`src/hw/rtl/pms_pkg.sv`:
```
// Shared types and constants for the per-pixel median stacking core.
package pms_pkg;

    localparam int CHANNELS = 3;
    localparam int FIELD_W  = 8;
    localparam int CFG_W    = 5;

    localparam logic [CFG_W-1:0] IMAGE_COUNT_RESET = 5'd9;

    // Per-cell control, common to all channels of a cell
    typedef struct packed {
        logic load;      // a word is accepted this cycle
        logic occupied;  // cell index is below the current fill count
    } cell_ctrl_t;

endpackage

```
`src/hw/rtl/pms_cell.sv`:
```
// One cell of the sorted insertion chain: holds one sample per channel.
module pms_cell
    import pms_pkg::*;
#(
    parameter int SAMPLE_BITS = 8
)
(
    input  logic                                  clk,
    input  cell_ctrl_t                            ctrl,
    input  logic [CHANNELS-1:0][SAMPLE_BITS-1:0]  sample,
    input  logic [CHANNELS-1:0][SAMPLE_BITS-1:0]  left_value,
    input  logic [CHANNELS-1:0]                   left_gt,
    output logic [CHANNELS-1:0][SAMPLE_BITS-1:0]  value,
    output logic [CHANNELS-1:0][SAMPLE_BITS-1:0]  value_next,
    output logic [CHANNELS-1:0]                   gt
);

    logic [CHANNELS-1:0][SAMPLE_BITS-1:0] value_reg;
    logic [CHANNELS-1:0]                  keep;

    always_comb
    begin
        for (int c = 0; c < CHANNELS; c++)
        begin
            gt[c]   = ctrl.occupied && (value_reg[c] > sample[c]);
            keep[c] = ctrl.occupied && !(value_reg[c] > sample[c]);
            // keep own value, shift in from the left neighbor, or take the new sample
            if (keep[c])
            begin
                value_next[c] = value_reg[c];
            end
            else if (left_gt[c])
            begin
                value_next[c] = left_value[c];
            end
            else
            begin
                value_next[c] = sample[c];
            end
        end
    end

    always_ff @(posedge clk)
    begin
        if (ctrl.load)
        begin
            value_reg <= value_next;
        end
    end

    assign value = value_reg;

endmodule

```
`src/hw/rtl/pms_median_out.sv`:
```
// Median pick from the chain's next values and the output word register.
module pms_median_out
    import pms_pkg::*;
#(
    parameter int MAX_IMAGES  = 16,
    parameter int SAMPLE_BITS = 8,
    parameter int IDX_W       = 4
)
(
    input  logic                                  clk,
    input  logic                                  rst_n,
    input  logic                                  capture,
    input  logic [IDX_W-1:0]                      mid_index,
    input  logic [CHANNELS-1:0][SAMPLE_BITS-1:0]  chain_next [MAX_IMAGES],
    input  logic                                  out_stall,
    output logic                                  out_valid,
    output logic [FIELD_W-1:0]                    median_red,
    output logic [FIELD_W-1:0]                    median_green,
    output logic [FIELD_W-1:0]                    median_blue
);

    logic                                  valid_reg;
    logic                                  valid_next;
    logic [CHANNELS-1:0][FIELD_W-1:0]      median_reg;
    logic [CHANNELS-1:0][SAMPLE_BITS-1:0]  picked;

    assign picked = chain_next[mid_index];

    always_comb
    begin
        valid_next = valid_reg;
        if (capture)
        begin
            valid_next = 1'b1;
        end
        else if (!out_stall)
        begin
            valid_next = 1'b0;
        end
    end

    always_ff @(posedge clk or negedge rst_n)
    begin
        if (!rst_n)
        begin
            valid_reg <= 1'b0;
        end
        else
        begin
            valid_reg <= valid_next;
        end
    end

    always_ff @(posedge clk)
    begin
        if (capture)
        begin
            for (int c = 0; c < CHANNELS; c++)
            begin
                median_reg[c] <= FIELD_W'(picked[c]);
            end
        end
    end

    assign out_valid    = valid_reg;
    assign median_red   = median_reg[0];
    assign median_green = median_reg[1];
    assign median_blue  = median_reg[2];

endmodule

```
`src/hw/rtl/per_pixel_median_stack_core.sv`:
```
// Per-pixel median stacking core: sorted cell chain, fill count and output stage.
//
// Input channel (in_valid / in_stall, red / green / blue) carries one pixel's
// samples from successive aligned images, one image per word. Each word is
// inserted into a sorted chain of MAX_IMAGES cells (one cell row per sample slot,
// three channels per cell); one word is taken per clock while in_stall is low.
// When image_count words have been gathered, the median of each channel (sorted
// index count/2, upper middle for even counts) is registered and offered on the
// output channel (out_valid / out_stall, median_red / green / blue) in the cycle after
// the completing word is accepted; the chain then starts the next pixel.
// The output register parts the two sides: words that do not complete a pixel
// keep flowing while a result waits. Only a completing word is stalled while the
// previous result is still held by the receiver.
// Configuration: cfg_valid / cfg_ready / cfg_data writes image_count (zero acts as
// one, values above MAX_IMAGES act as MAX_IMAGES); write only while idle.
// Reset: image_count returns to 9, the fill count to zero, no result is pending.
// The cell contents are not cleared; the fill count marks which cells hold data.
module per_pixel_median_stack_core
    import pms_pkg::*;
#(
    parameter int MAX_IMAGES  = 16,
    parameter int SAMPLE_BITS = 8
)
(
    input  logic                clk,
    input  logic                rst_n,
    input  logic                in_valid,
    output logic                in_stall,
    input  logic [FIELD_W-1:0]  red,
    input  logic [FIELD_W-1:0]  green,
    input  logic [FIELD_W-1:0]  blue,
    output logic                out_valid,
    input  logic                out_stall,
    output logic [FIELD_W-1:0]  median_red,
    output logic [FIELD_W-1:0]  median_green,
    output logic [FIELD_W-1:0]  median_blue,
    input  logic                cfg_valid,
    output logic                cfg_ready,
    input  logic [CFG_W-1:0]    cfg_data
);

    localparam int COUNT_W = $clog2(MAX_IMAGES + 1);
    localparam int IDX_W   = (MAX_IMAGES > 1) ? $clog2(MAX_IMAGES) : 1;
    localparam int CMP_W   = (COUNT_W > CFG_W) ? COUNT_W : CFG_W;

    logic [CFG_W-1:0]   image_count_reg;
    logic [COUNT_W-1:0] seen_reg;
    logic [COUNT_W-1:0] seen_next;
    logic [COUNT_W-1:0] seen_plus;
    logic [CMP_W-1:0]   count_ext;
    logic [CMP_W-1:0]   count_sat;
    logic [COUNT_W-1:0] count_eff;
    logic [COUNT_W-1:0] mid;
    logic               complete;
    logic               accept;
    logic               capture;

    logic [CHANNELS-1:0][SAMPLE_BITS-1:0] sample;
    logic [CHANNELS-1:0][SAMPLE_BITS-1:0] cell_value [MAX_IMAGES];
    logic [CHANNELS-1:0][SAMPLE_BITS-1:0] cell_next  [MAX_IMAGES];
    logic [CHANNELS-1:0]                  cell_gt    [MAX_IMAGES];

    // configuration
    assign cfg_ready = 1'b1;

    always_ff @(posedge clk or negedge rst_n)
    begin
        if (!rst_n)
        begin
            image_count_reg <= IMAGE_COUNT_RESET;
        end
        else if (cfg_valid && cfg_ready)
        begin
            image_count_reg <= cfg_data;
        end
    end

    always_comb
    begin
        count_ext = CMP_W'(image_count_reg);
        if (count_ext == '0)
        begin
            count_sat = CMP_W'(1);
        end
        else if (count_ext > CMP_W'(MAX_IMAGES))
        begin
            count_sat = CMP_W'(MAX_IMAGES);
        end
        else
        begin
            count_sat = count_ext;
        end
    end

    assign count_eff = COUNT_W'(count_sat);

    // fill count and handshake
    assign seen_plus = seen_reg + COUNT_W'(1);
    assign complete  = (seen_plus >= count_eff);
    assign mid       = seen_plus >> 1;
    assign in_stall  = out_valid && out_stall && complete;
    assign accept    = in_valid && !in_stall;
    assign capture   = accept && complete;

    always_comb
    begin
        seen_next = seen_reg;
        if (accept)
        begin
            seen_next = complete ? '0 : seen_plus;
        end
    end

    always_ff @(posedge clk or negedge rst_n)
    begin
        if (!rst_n)
        begin
            seen_reg <= '0;
        end
        else
        begin
            seen_reg <= seen_next;
        end
    end

    assign sample[0] = SAMPLE_BITS'(red);
    assign sample[1] = SAMPLE_BITS'(green);
    assign sample[2] = SAMPLE_BITS'(blue);

    // sorted insertion chain
    for (genvar i = 0; i < MAX_IMAGES; i++)
    begin : g_cell
        cell_ctrl_t                           ctrl;
        logic [CHANNELS-1:0][SAMPLE_BITS-1:0] left_value;
        logic [CHANNELS-1:0]                  left_gt;

        assign ctrl.load     = accept;
        assign ctrl.occupied = (COUNT_W'(i) < seen_reg);

        if (i == 0)
        begin : g_head
            assign left_value = sample;
            assign left_gt    = '0;
        end
        else
        begin : g_body
            assign left_value = cell_value[i-1];
            assign left_gt    = cell_gt[i-1];
        end

        pms_cell #(
            .SAMPLE_BITS (SAMPLE_BITS)
        ) u_cell (
            .clk        (clk),
            .ctrl       (ctrl),
            .sample     (sample),
            .left_value (left_value),
            .left_gt    (left_gt),
            .value      (cell_value[i]),
            .value_next (cell_next[i]),
            .gt         (cell_gt[i])
        );
    end

    pms_median_out #(
        .MAX_IMAGES  (MAX_IMAGES),
        .SAMPLE_BITS (SAMPLE_BITS),
        .IDX_W       (IDX_W)
    ) u_median_out (
        .clk          (clk),
        .rst_n        (rst_n),
        .capture      (capture),
        .mid_index    (mid[IDX_W-1:0]),
        .chain_next   (cell_next),
        .out_stall    (out_stall),
        .out_valid    (out_valid),
        .median_red   (median_red),
        .median_green (median_green),
        .median_blue  (median_blue)
    );

    // checks
    a_seen_below_max: assert property (@(posedge clk) disable iff (!rst_n)
        seen_reg < COUNT_W'(MAX_IMAGES))
        else $error("fill count reached chain depth");

    a_seen_advance: assert property (@(posedge clk) disable iff (!rst_n)
        accept && !complete |=> seen_reg == $past(seen_plus))
        else $error("fill count did not advance on a non-final word");

    a_seen_clear: assert property (@(posedge clk) disable iff (!rst_n)
        capture |=> seen_reg == '0)
        else $error("fill count not cleared after a pixel");

    a_result_shown: assert property (@(posedge clk) disable iff (!rst_n)
        capture |=> out_valid)
        else $error("completed pixel gave no result word");

    a_no_overwrite: assert property (@(posedge clk) disable iff (!rst_n)
        out_valid && out_stall && complete |-> !capture)
        else $error("held result overwritten");

endmodule

```
`config.mk`:
```
export PLATFORM = sky130hd
export DESIGN_NAME = per_pixel_median_stack_core
export DESIGN_NICKNAME = d
export VERILOG_FILES = /design/src/hw/rtl/pms_pkg.sv /design/src/hw/rtl/pms_cell.sv /design/src/hw/rtl/pms_median_out.sv /design/src/hw/rtl/per_pixel_median_stack_core.sv
export SDC_FILE = /design/constraint.sdc
export NUM_CORES = 2
export LEC_CHECK = 0
export ABC_AREA = 1
export BUFFER_PORTS_ARGS = -buffer_cell sky130_fd_sc_hd__clkbuf_2
export CORE_UTILIZATION = 58
export DETAILED_ROUTE_END_ITERATION = 6
export GPL_TIMING_DRIVEN = 0
export HOLD_SLACK_MARGIN = 0.15
export MAX_ROUTING_LAYER = met4
export PLACE_DENSITY_LB_ADDON = 0.08
export SLEW_MARGIN = 0
export SYNTH_ARGS = -nofsm -noshare
export SYNTH_HDL_FRONTEND = slang
export SYNTH_SLANG_ARGS = --single-unit
```
`constraint.sdc`:
```
create_clock -name clk -period 19 [get_ports clk]
set_clock_uncertainty 0.1 [all_clocks]
set_input_delay 0.95 -clock clk [delete_from_list [all_inputs] [get_ports clk]]
set_output_delay 0.95 -clock clk [all_outputs]
set_load 0.02 [all_outputs]
```
==> Yosys cells after proc, flatten, opt, wreduce, memory -nomap -nowiden <==
Index checks and enable logic that the tools add are counted.
W data, S select, Z words.
{ "op_classes": {"n_addsub": 1, "n_lt_le_gt_ge": 67, "eq_ne": 1, "n_mux": 101, "bitwise_logic": 1, "n_reduce_logical": 147} }
{ "op_table": {"columns": ["cell", "count"], "rows": [
  ["$mux W8", 93],
  ["$gt A8 B8 Y1", 48],
  ["$logic_and A1 B1 Y1", 97],
  ["$bmux W24 S4", 1],
  ["$logic_not A1 Y1", 49],
  ["$mux W24", 2],
  ["$lt A4 B5 Y1 const A", 8],
  ["$lt A3 B5 Y1 const A", 4],
  ["$mux W5", 3],
  ["$lt A1 B5 Y1 const A", 2],
  ["$lt A2 B5 Y1 const A", 2],
  ["$add A5 B1 Y5 const B", 1],
  ["$ge A5 B5 Y1", 1],
  ["$ge A5 B5 Y1 const B", 1],
  ["$gt A5 B5 Y1 const B", 1],
  ["$logic_not A5 Y1", 1],
  ["$not A4 Y5", 1],
  ["$mux W1", 2],
  ["$ne A2 B1 Y1 const B", 1]
]} }
{ "totals": {"register_bits": 419, "inputBits": 34, "out_inout_bits": 27, "word_cells": 372} }

==> Logic depth before layout (Yosys ltp) <==
{ "depth": {"depth_word": 9, "depth_mapped": 18, "mapped_depth_nobuf": 18} }

==> Cells and area by module <==
From an unflattened synthesis, not the netlist that was laid out.
{ "unflattened": {"hier_cells": 5495, "hier_area_um2": 39106.3} }
{ "by_module_without_submodules": {"columns": ["mod", "n_inst", "cells_per_inst", "area_each_um2", "seq_area_each_um2"], "rows": [
  ["pms_cell", 16, 262, 2048.2, 720.7],
  ["pms_median_out", 1, 1188, 5562.8, 745.7],
  ["per_pixel_median_stack_core", 1, 115, 772.0, 252.7]
]} }

==> Worst setup path after synthesis <==
OpenSTA, ideal clock, no wires.
{ "synth_path": {"path_type": "register -> register", "start": "register seen_reg[1]", "end": "register u_median_out.median_reg (netlist bit u_median_out.median_blue[0]), enable pin", "setup_ns": 0.390, "arrival_time_ns": 20.577, "required_ns": 18.510, "setup_slack_ns": -2.067, "stages_incl_launch_ff": 16, "path_buffers": 2, "period_less_slack_ns": 21.067, "path_cell_list": "dfrtp_1 ha_1 nand2_1 inv_1 nor2_1 clkbuf_1 buf_2 ha_1 nand2_1 inv_1 o21ai_0 o211a_1 a21oi_1 nor2_1 nand2_1 inv_1"} }
{ "synth_between": {"elab_chain_len": 6} }
{ "synth_rtl": {"columns": ["item", "line_no", "rtl"], "rows": [
  ["start: declaration", "per_pixel_median_stack_core.sv:47", "logic [COUNT_W-1:0] seen_reg;"],
  ["start signal: assignment", "per_pixel_median_stack_core.sv:122", "seen_reg <= seen_next;"],
  ["$add A5 B1 Y5", "per_pixel_median_stack_core.sv:98", "assign seen_plus = seen_reg + COUNT_W'(1);"],
  ["$ge A5 B5 Y1", "per_pixel_median_stack_core.sv:99", "assign complete = (seen_plus >= count_eff);"],
  ["$logic_and A1 B1 Y1", "per_pixel_median_stack_core.sv:101", "assign in_stall = out_valid && out_stall && complete;"],
  ["via in_stall", "per_pixel_median_stack_core.sv:28", "output logic in_stall,"],
  ["$logic_not A1 Y1", "per_pixel_median_stack_core.sv:102", "assign accept = in_valid && !in_stall;"],
  ["$logic_and A1 B1 Y1", "per_pixel_median_stack_core.sv:102", null],
  ["via accept", "per_pixel_median_stack_core.sv:55", "logic accept;"],
  ["$logic_and A1 B1 Y1", "per_pixel_median_stack_core.sv:103", "assign capture = accept && complete;"],
  ["via capture", "per_pixel_median_stack_core.sv:56", "logic capture;"],
  ["end signal: indexed assignment", "pms_median_out.sv:60", "median_reg[c] <= FIELD_W'(picked[c]);"],
  ["end: declaration", "pms_median_out.sv:24", "logic [CHANNELS-1:0][FIELD_W-1:0] median_reg;"]
]} }
The timed path passes the listed nets, and every way through them passes these cells.
A chain may end at the register's enable or synchronous reset.

==> Worst setup path in the final report <==
{ "layout_path": {"start": "register seen_reg[0]", "end": "register u_median_out.median_reg (netlist bit u_median_out.median_green[3]), enable pin"} }
{ "layout_between": {"elab_chain_len": 6} }
{ "layout_rtl": {"columns": ["item", "line_no"], "rows": [
  ["$add A5 B1 Y5", "per_pixel_median_stack_core.sv:98"],
  ["$ge A5 B5 Y1", "per_pixel_median_stack_core.sv:99"],
  ["$logic_and A1 B1 Y1", "per_pixel_median_stack_core.sv:101"],
  ["$logic_not A1 Y1", "per_pixel_median_stack_core.sv:102"],
  ["$logic_and A1 B1 Y1", "per_pixel_median_stack_core.sv:102"],
  ["via accept", "per_pixel_median_stack_core.sv:55"],
  ["$logic_and A1 B1 Y1", "per_pixel_median_stack_core.sv:103"],
  ["via capture", "per_pixel_median_stack_core.sv:56"]
]} }
The timed path passes the listed nets, and every way through them passes these cells.

==> results.sh <==
export IMPL_outcome="complete, but fails checks"
export IMPL_violations="capacitance limit, slew limit"
export IMPL_synth_distinct_cells=36
export IMPL_dp_hpwl_mm=94.91
export IMPL_tightest_slew_ns=1.522
export IMPL_largest_reg_flops=384
export IMPL_cp_required_ns=19.12
export IMPL_area_growth_pct=9.278
export IMPL_clock_latency_ns=0.63
export IMPL_critPathMaxFanout=26
export IMPL_drv_cap=1
export IMPL_avgSynthCellArea_um2=7.253
export IMPL_synthMuxAreaShare=0.0003060
export IMPL_swShare=0.5281
export IMPL_clkTransAtPathRegs_ns=0.06
export IMPL_drt_wl_total_mm=127.3
export IMPL_critPathLaunch="seen_reg[0]$_DFFE_PN0P_"
export IMPL_clkSinkCount=419
export IMPL_period_share=0.3299
export IMPL_htree_levels=2
export IMPL_wl_per_cell_um=20.94
export IMPL_root_buffer="clkbuf_16"
export IMPL_antenna_found_initial=0
export IMPL_yosysTopAreaCell="edfxtp_1"
export IMPL_cts_tree="yes"
export IMPL_p_clk_frac=0.141
export IMPL_vdd_drop_max_v=0.0001399
export IMPL_synth_compound_area_frac=0.03556
export IMPL_synth_top_family_by_area="simple AND/OR/NAND/NOR gates"
export IMPL_power_density_mw_per_mm2=185.5
export IMPL_synth_area_leaders="edfxtp_1 33%, nand2_1 16%, nand3_1 16%"
export IMPL_finalPower_mw=7.462
export IMPL_drv_slew=11
export IMPL_p_int_mw=3.521
export IMPL_ant_nets=0
export IMPL_avgViaCountPerCell=6.181
export IMPL_yosys_area_share_simple=0.4137
export IMPL_hp_start="u_median_out.out_valid$_DFFE_PN0P_"
export IMPL_num_antenna_cells=0
export IMPL_cts_max_path_buffers=3
export IMPL_drive_above_1_share=0.05610
export IMPL_ys_seq_area_frac=0.3404
export IMPL_grt_overflow_total=0
export IMPL_die_height_um=253.9
export IMPL_placed_area_mm2=0.03848
export IMPL_relSlewSlack=-0.01490
export IMPL_cts_buffers=51
export IMPL_crit_chain="ha_1 > nand2_1 > inv_1 > nor2_1 > clkbuf_1 > buf_2 > ha_1 > nand2_1 > inv_1 > o21ai_0 > o211a_1 > a21oi_1 > nor2_4 > nand2_1 > inv_1"
export IMPL_synthCells=5074
export IMPL_gp_congestion=0.9990
export IMPL_synth_edf_count=408
export IMPL_ios=61
export IMPL_cp_end_kind="flop"
export IMPL_via_count=37570
export IMPL_p_comb_frac=0.602
export IMPL_power_switching_mw=3.940
export IMPL_syn_num_nets=5498
export IMPL_reg2reg_from="seen_reg[0]$_DFFE_PN0P_"
export IMPL_fp_row_count=91
export IMPL_layout_nets=5624
export IMPL_finalSetupViolCount=0
export IMPL_start_kind="flop"
export IMPL_async_flop_share=0.02625
export IMPL_dr_pass1_iters=7
export IMPL_crit_type="flop to flop"
export IMPL_grt_max_degree=36
export IMPL_drc=0
export IMPL_dieArea_mm2=0.06447
export IMPL_synthAdderAreaFrac=0.1326
export IMPL_p_seq_frac=0.257
export IMPL_die_w_um=253.9
export IMPL_cp_slowest_stage_delay_ns=1.01
export IMPL_io_buffer_count=58
export IMPL_synthFlopType="edfxtp_1"
export IMPL_start_util=0.5920
export IMPL_fmax_mhz=159.5
export IMPL_syn_cell_area_mm2=0.03680
export IMPL_worstPathArrival_ns=6.39
export IMPL_track_usage=0.4037
export IMPL_synth_seq_cells=419
export IMPL_hold_class="flop to flop"
export IMPL_hold_violations=0
export IMPL_crit_slowest_cell="inv_1"
export IMPL_min_period_ns=6.269
export IMPL_yosys_area_share_xor_xnor=0.0002380
export IMPL_grt_pass1_vias=33990
export IMPL_grt_pass1_wl_mm=193.4
export IMPL_synth_warnings=0
export IMPL_p_leak_nw=20.11
export IMPL_synth_top_cell_area_share=0.3329
export IMPL_fin_area_mm2=0.04022
export IMPL_drt_first_iter_violations=4687
export IMPL_rsz0062_at_grt="false"
export IMPL_coreArea_mm2=0.06217
export IMPL_hold_path_depth=2
export IMPL_r2r_cells=15
-- power by group through the flow --
stage               Combinational [mW]  Clock [mW]  Sequential, mW
detailed placement                4.32           0            1.92
global route                      4.90        1.08            1.95
CTS                               4.35        1.05            1.91
global placement                  4.22           0            1.98
floorplan                         2.90           0            1.90
finish                            4.49        1.05            1.92
-- through the flow --
stage               setup WS [ns]  utilization  cells  hold WS, ns  TNS (ns)
finish                      12.73       0.6469   6078       0.3973         0
global route                12.56       0.6469   6078       0.4369         0
CTS                         12.81       0.6469   6078       0.4013         0
detailed placement          12.83       0.6189   5983       0.3895         0
global placement           -2.088       0.6136   5969       0.3870    -84.50
floorplan                   4.806            -   5074       0.3691         0
-- final cells by class --
cell class | count | area (um2)
clock inverter | 29 | 359.1
multi-input combinational | 3930 | 21440
timing repair buffer | 73 | 603.1
fill | 5663 | 21950
buffer | 155 | 724.4
sequential | 419 | 12530
clock buffer | 65 | 1371
tap | 837 | 1047
inverter | 570 | 2140
-- per-layer routing --
metal  share of wire  up-vias  track usage
met1            0.40    17110       0.5249
met3            0.11      411      0.07959
met2            0.43     2082       0.5987
met5               0        -            -
met4           0.057        0       0.2019
li1                -    17960            -
-- cells in the final DEF (no fill, tap or decap), types with 13 or more instances in the layout --
master     count
a21o_1        13
a21oi_1      134
buf_1         15
buf_2         21
buf_4         14
clkbuf_1      91
clkbuf_16     53
clkbuf_2      79
edfxtp_1     408
ha_1         390
inv_1        545
inv_2         24
nand2_1     1590
nand2_2       29
nand3_1     1188
nand4_1      405
nor2_1        76
o21a_1        35
o21bai_1      20
-- cell families after synthesis --
| group | count (synthesis) |
|---|---|
| AOI/OAI and AO/OA | 222 |
| buffers and inverters | 725 |
| DFF | 419 |
| other | 1 |
| muxes | 1 |
| xor gates and xnor gates | 1 |
| adders and majority gates | 390 |
| and+or+nand+nor | 3315 |
-- final timing paths --
check | end | slack (ns)
min in group asynchronous | seen_reg[1]$_DFFE_PN0P_ | 0.68
setup / recovery | u_median_out.median_green[3]$_DFFE_PP_ | 12.73
hold reg to reg | u_median_out.out_valid$_DFFE_PN0P_ | 0.40
max in group asynchronous | count_ext[0]$_DFFE_PN1P_ | 17.83
hold / removal | u_median_out.out_valid$_DFFE_PN0P_ | 0.40
setup reg to reg | u_median_out.median_green[3]$_DFFE_PP_ | 12.73
-- critical path, delay by kind of cell, from the launching register on --
kind,cells,cell delay (ns)
fa+ha+maj,2,0.61
compound gates,3,0.51
flops,1,0.52
buf+inv,5,2.24
simple gates,5,1.85
-- cells in the mapped netlist (2+ instances only) --
master / instances
nand2_1: 1590
dfrtp_1: 9
o21bai_1: 20
o21ai_1: 2
buf_6: 5
clkbuf_1: 100
o21ai_2: 4
nand2_4: 4
nand2_2: 29
o21a_1: 35
a21o_1: 13
o22ai_1: 3
o21ai_0: 9
edfxtp_1: 408
nand3_1: 1188
a21oi_1: 134
nor2_1: 77
nand4_1: 405
nand3_4: 3
nand3_2: 12
buf_1: 15
ha_1: 390
buf_2: 21
buf_4: 14
inv_1: 545
inv_2: 24
dfstp_2: 2
nand4_2: 5
-- repair_timing --
item / CTS / global route
gates resized for setup: 0 / 0
buffers inserted: 0 / 0
endpoints found under the hold margin: 9 / 0
hold buffers: 1 / 0
No activity file was read; power rests on OpenSTA's default activity.
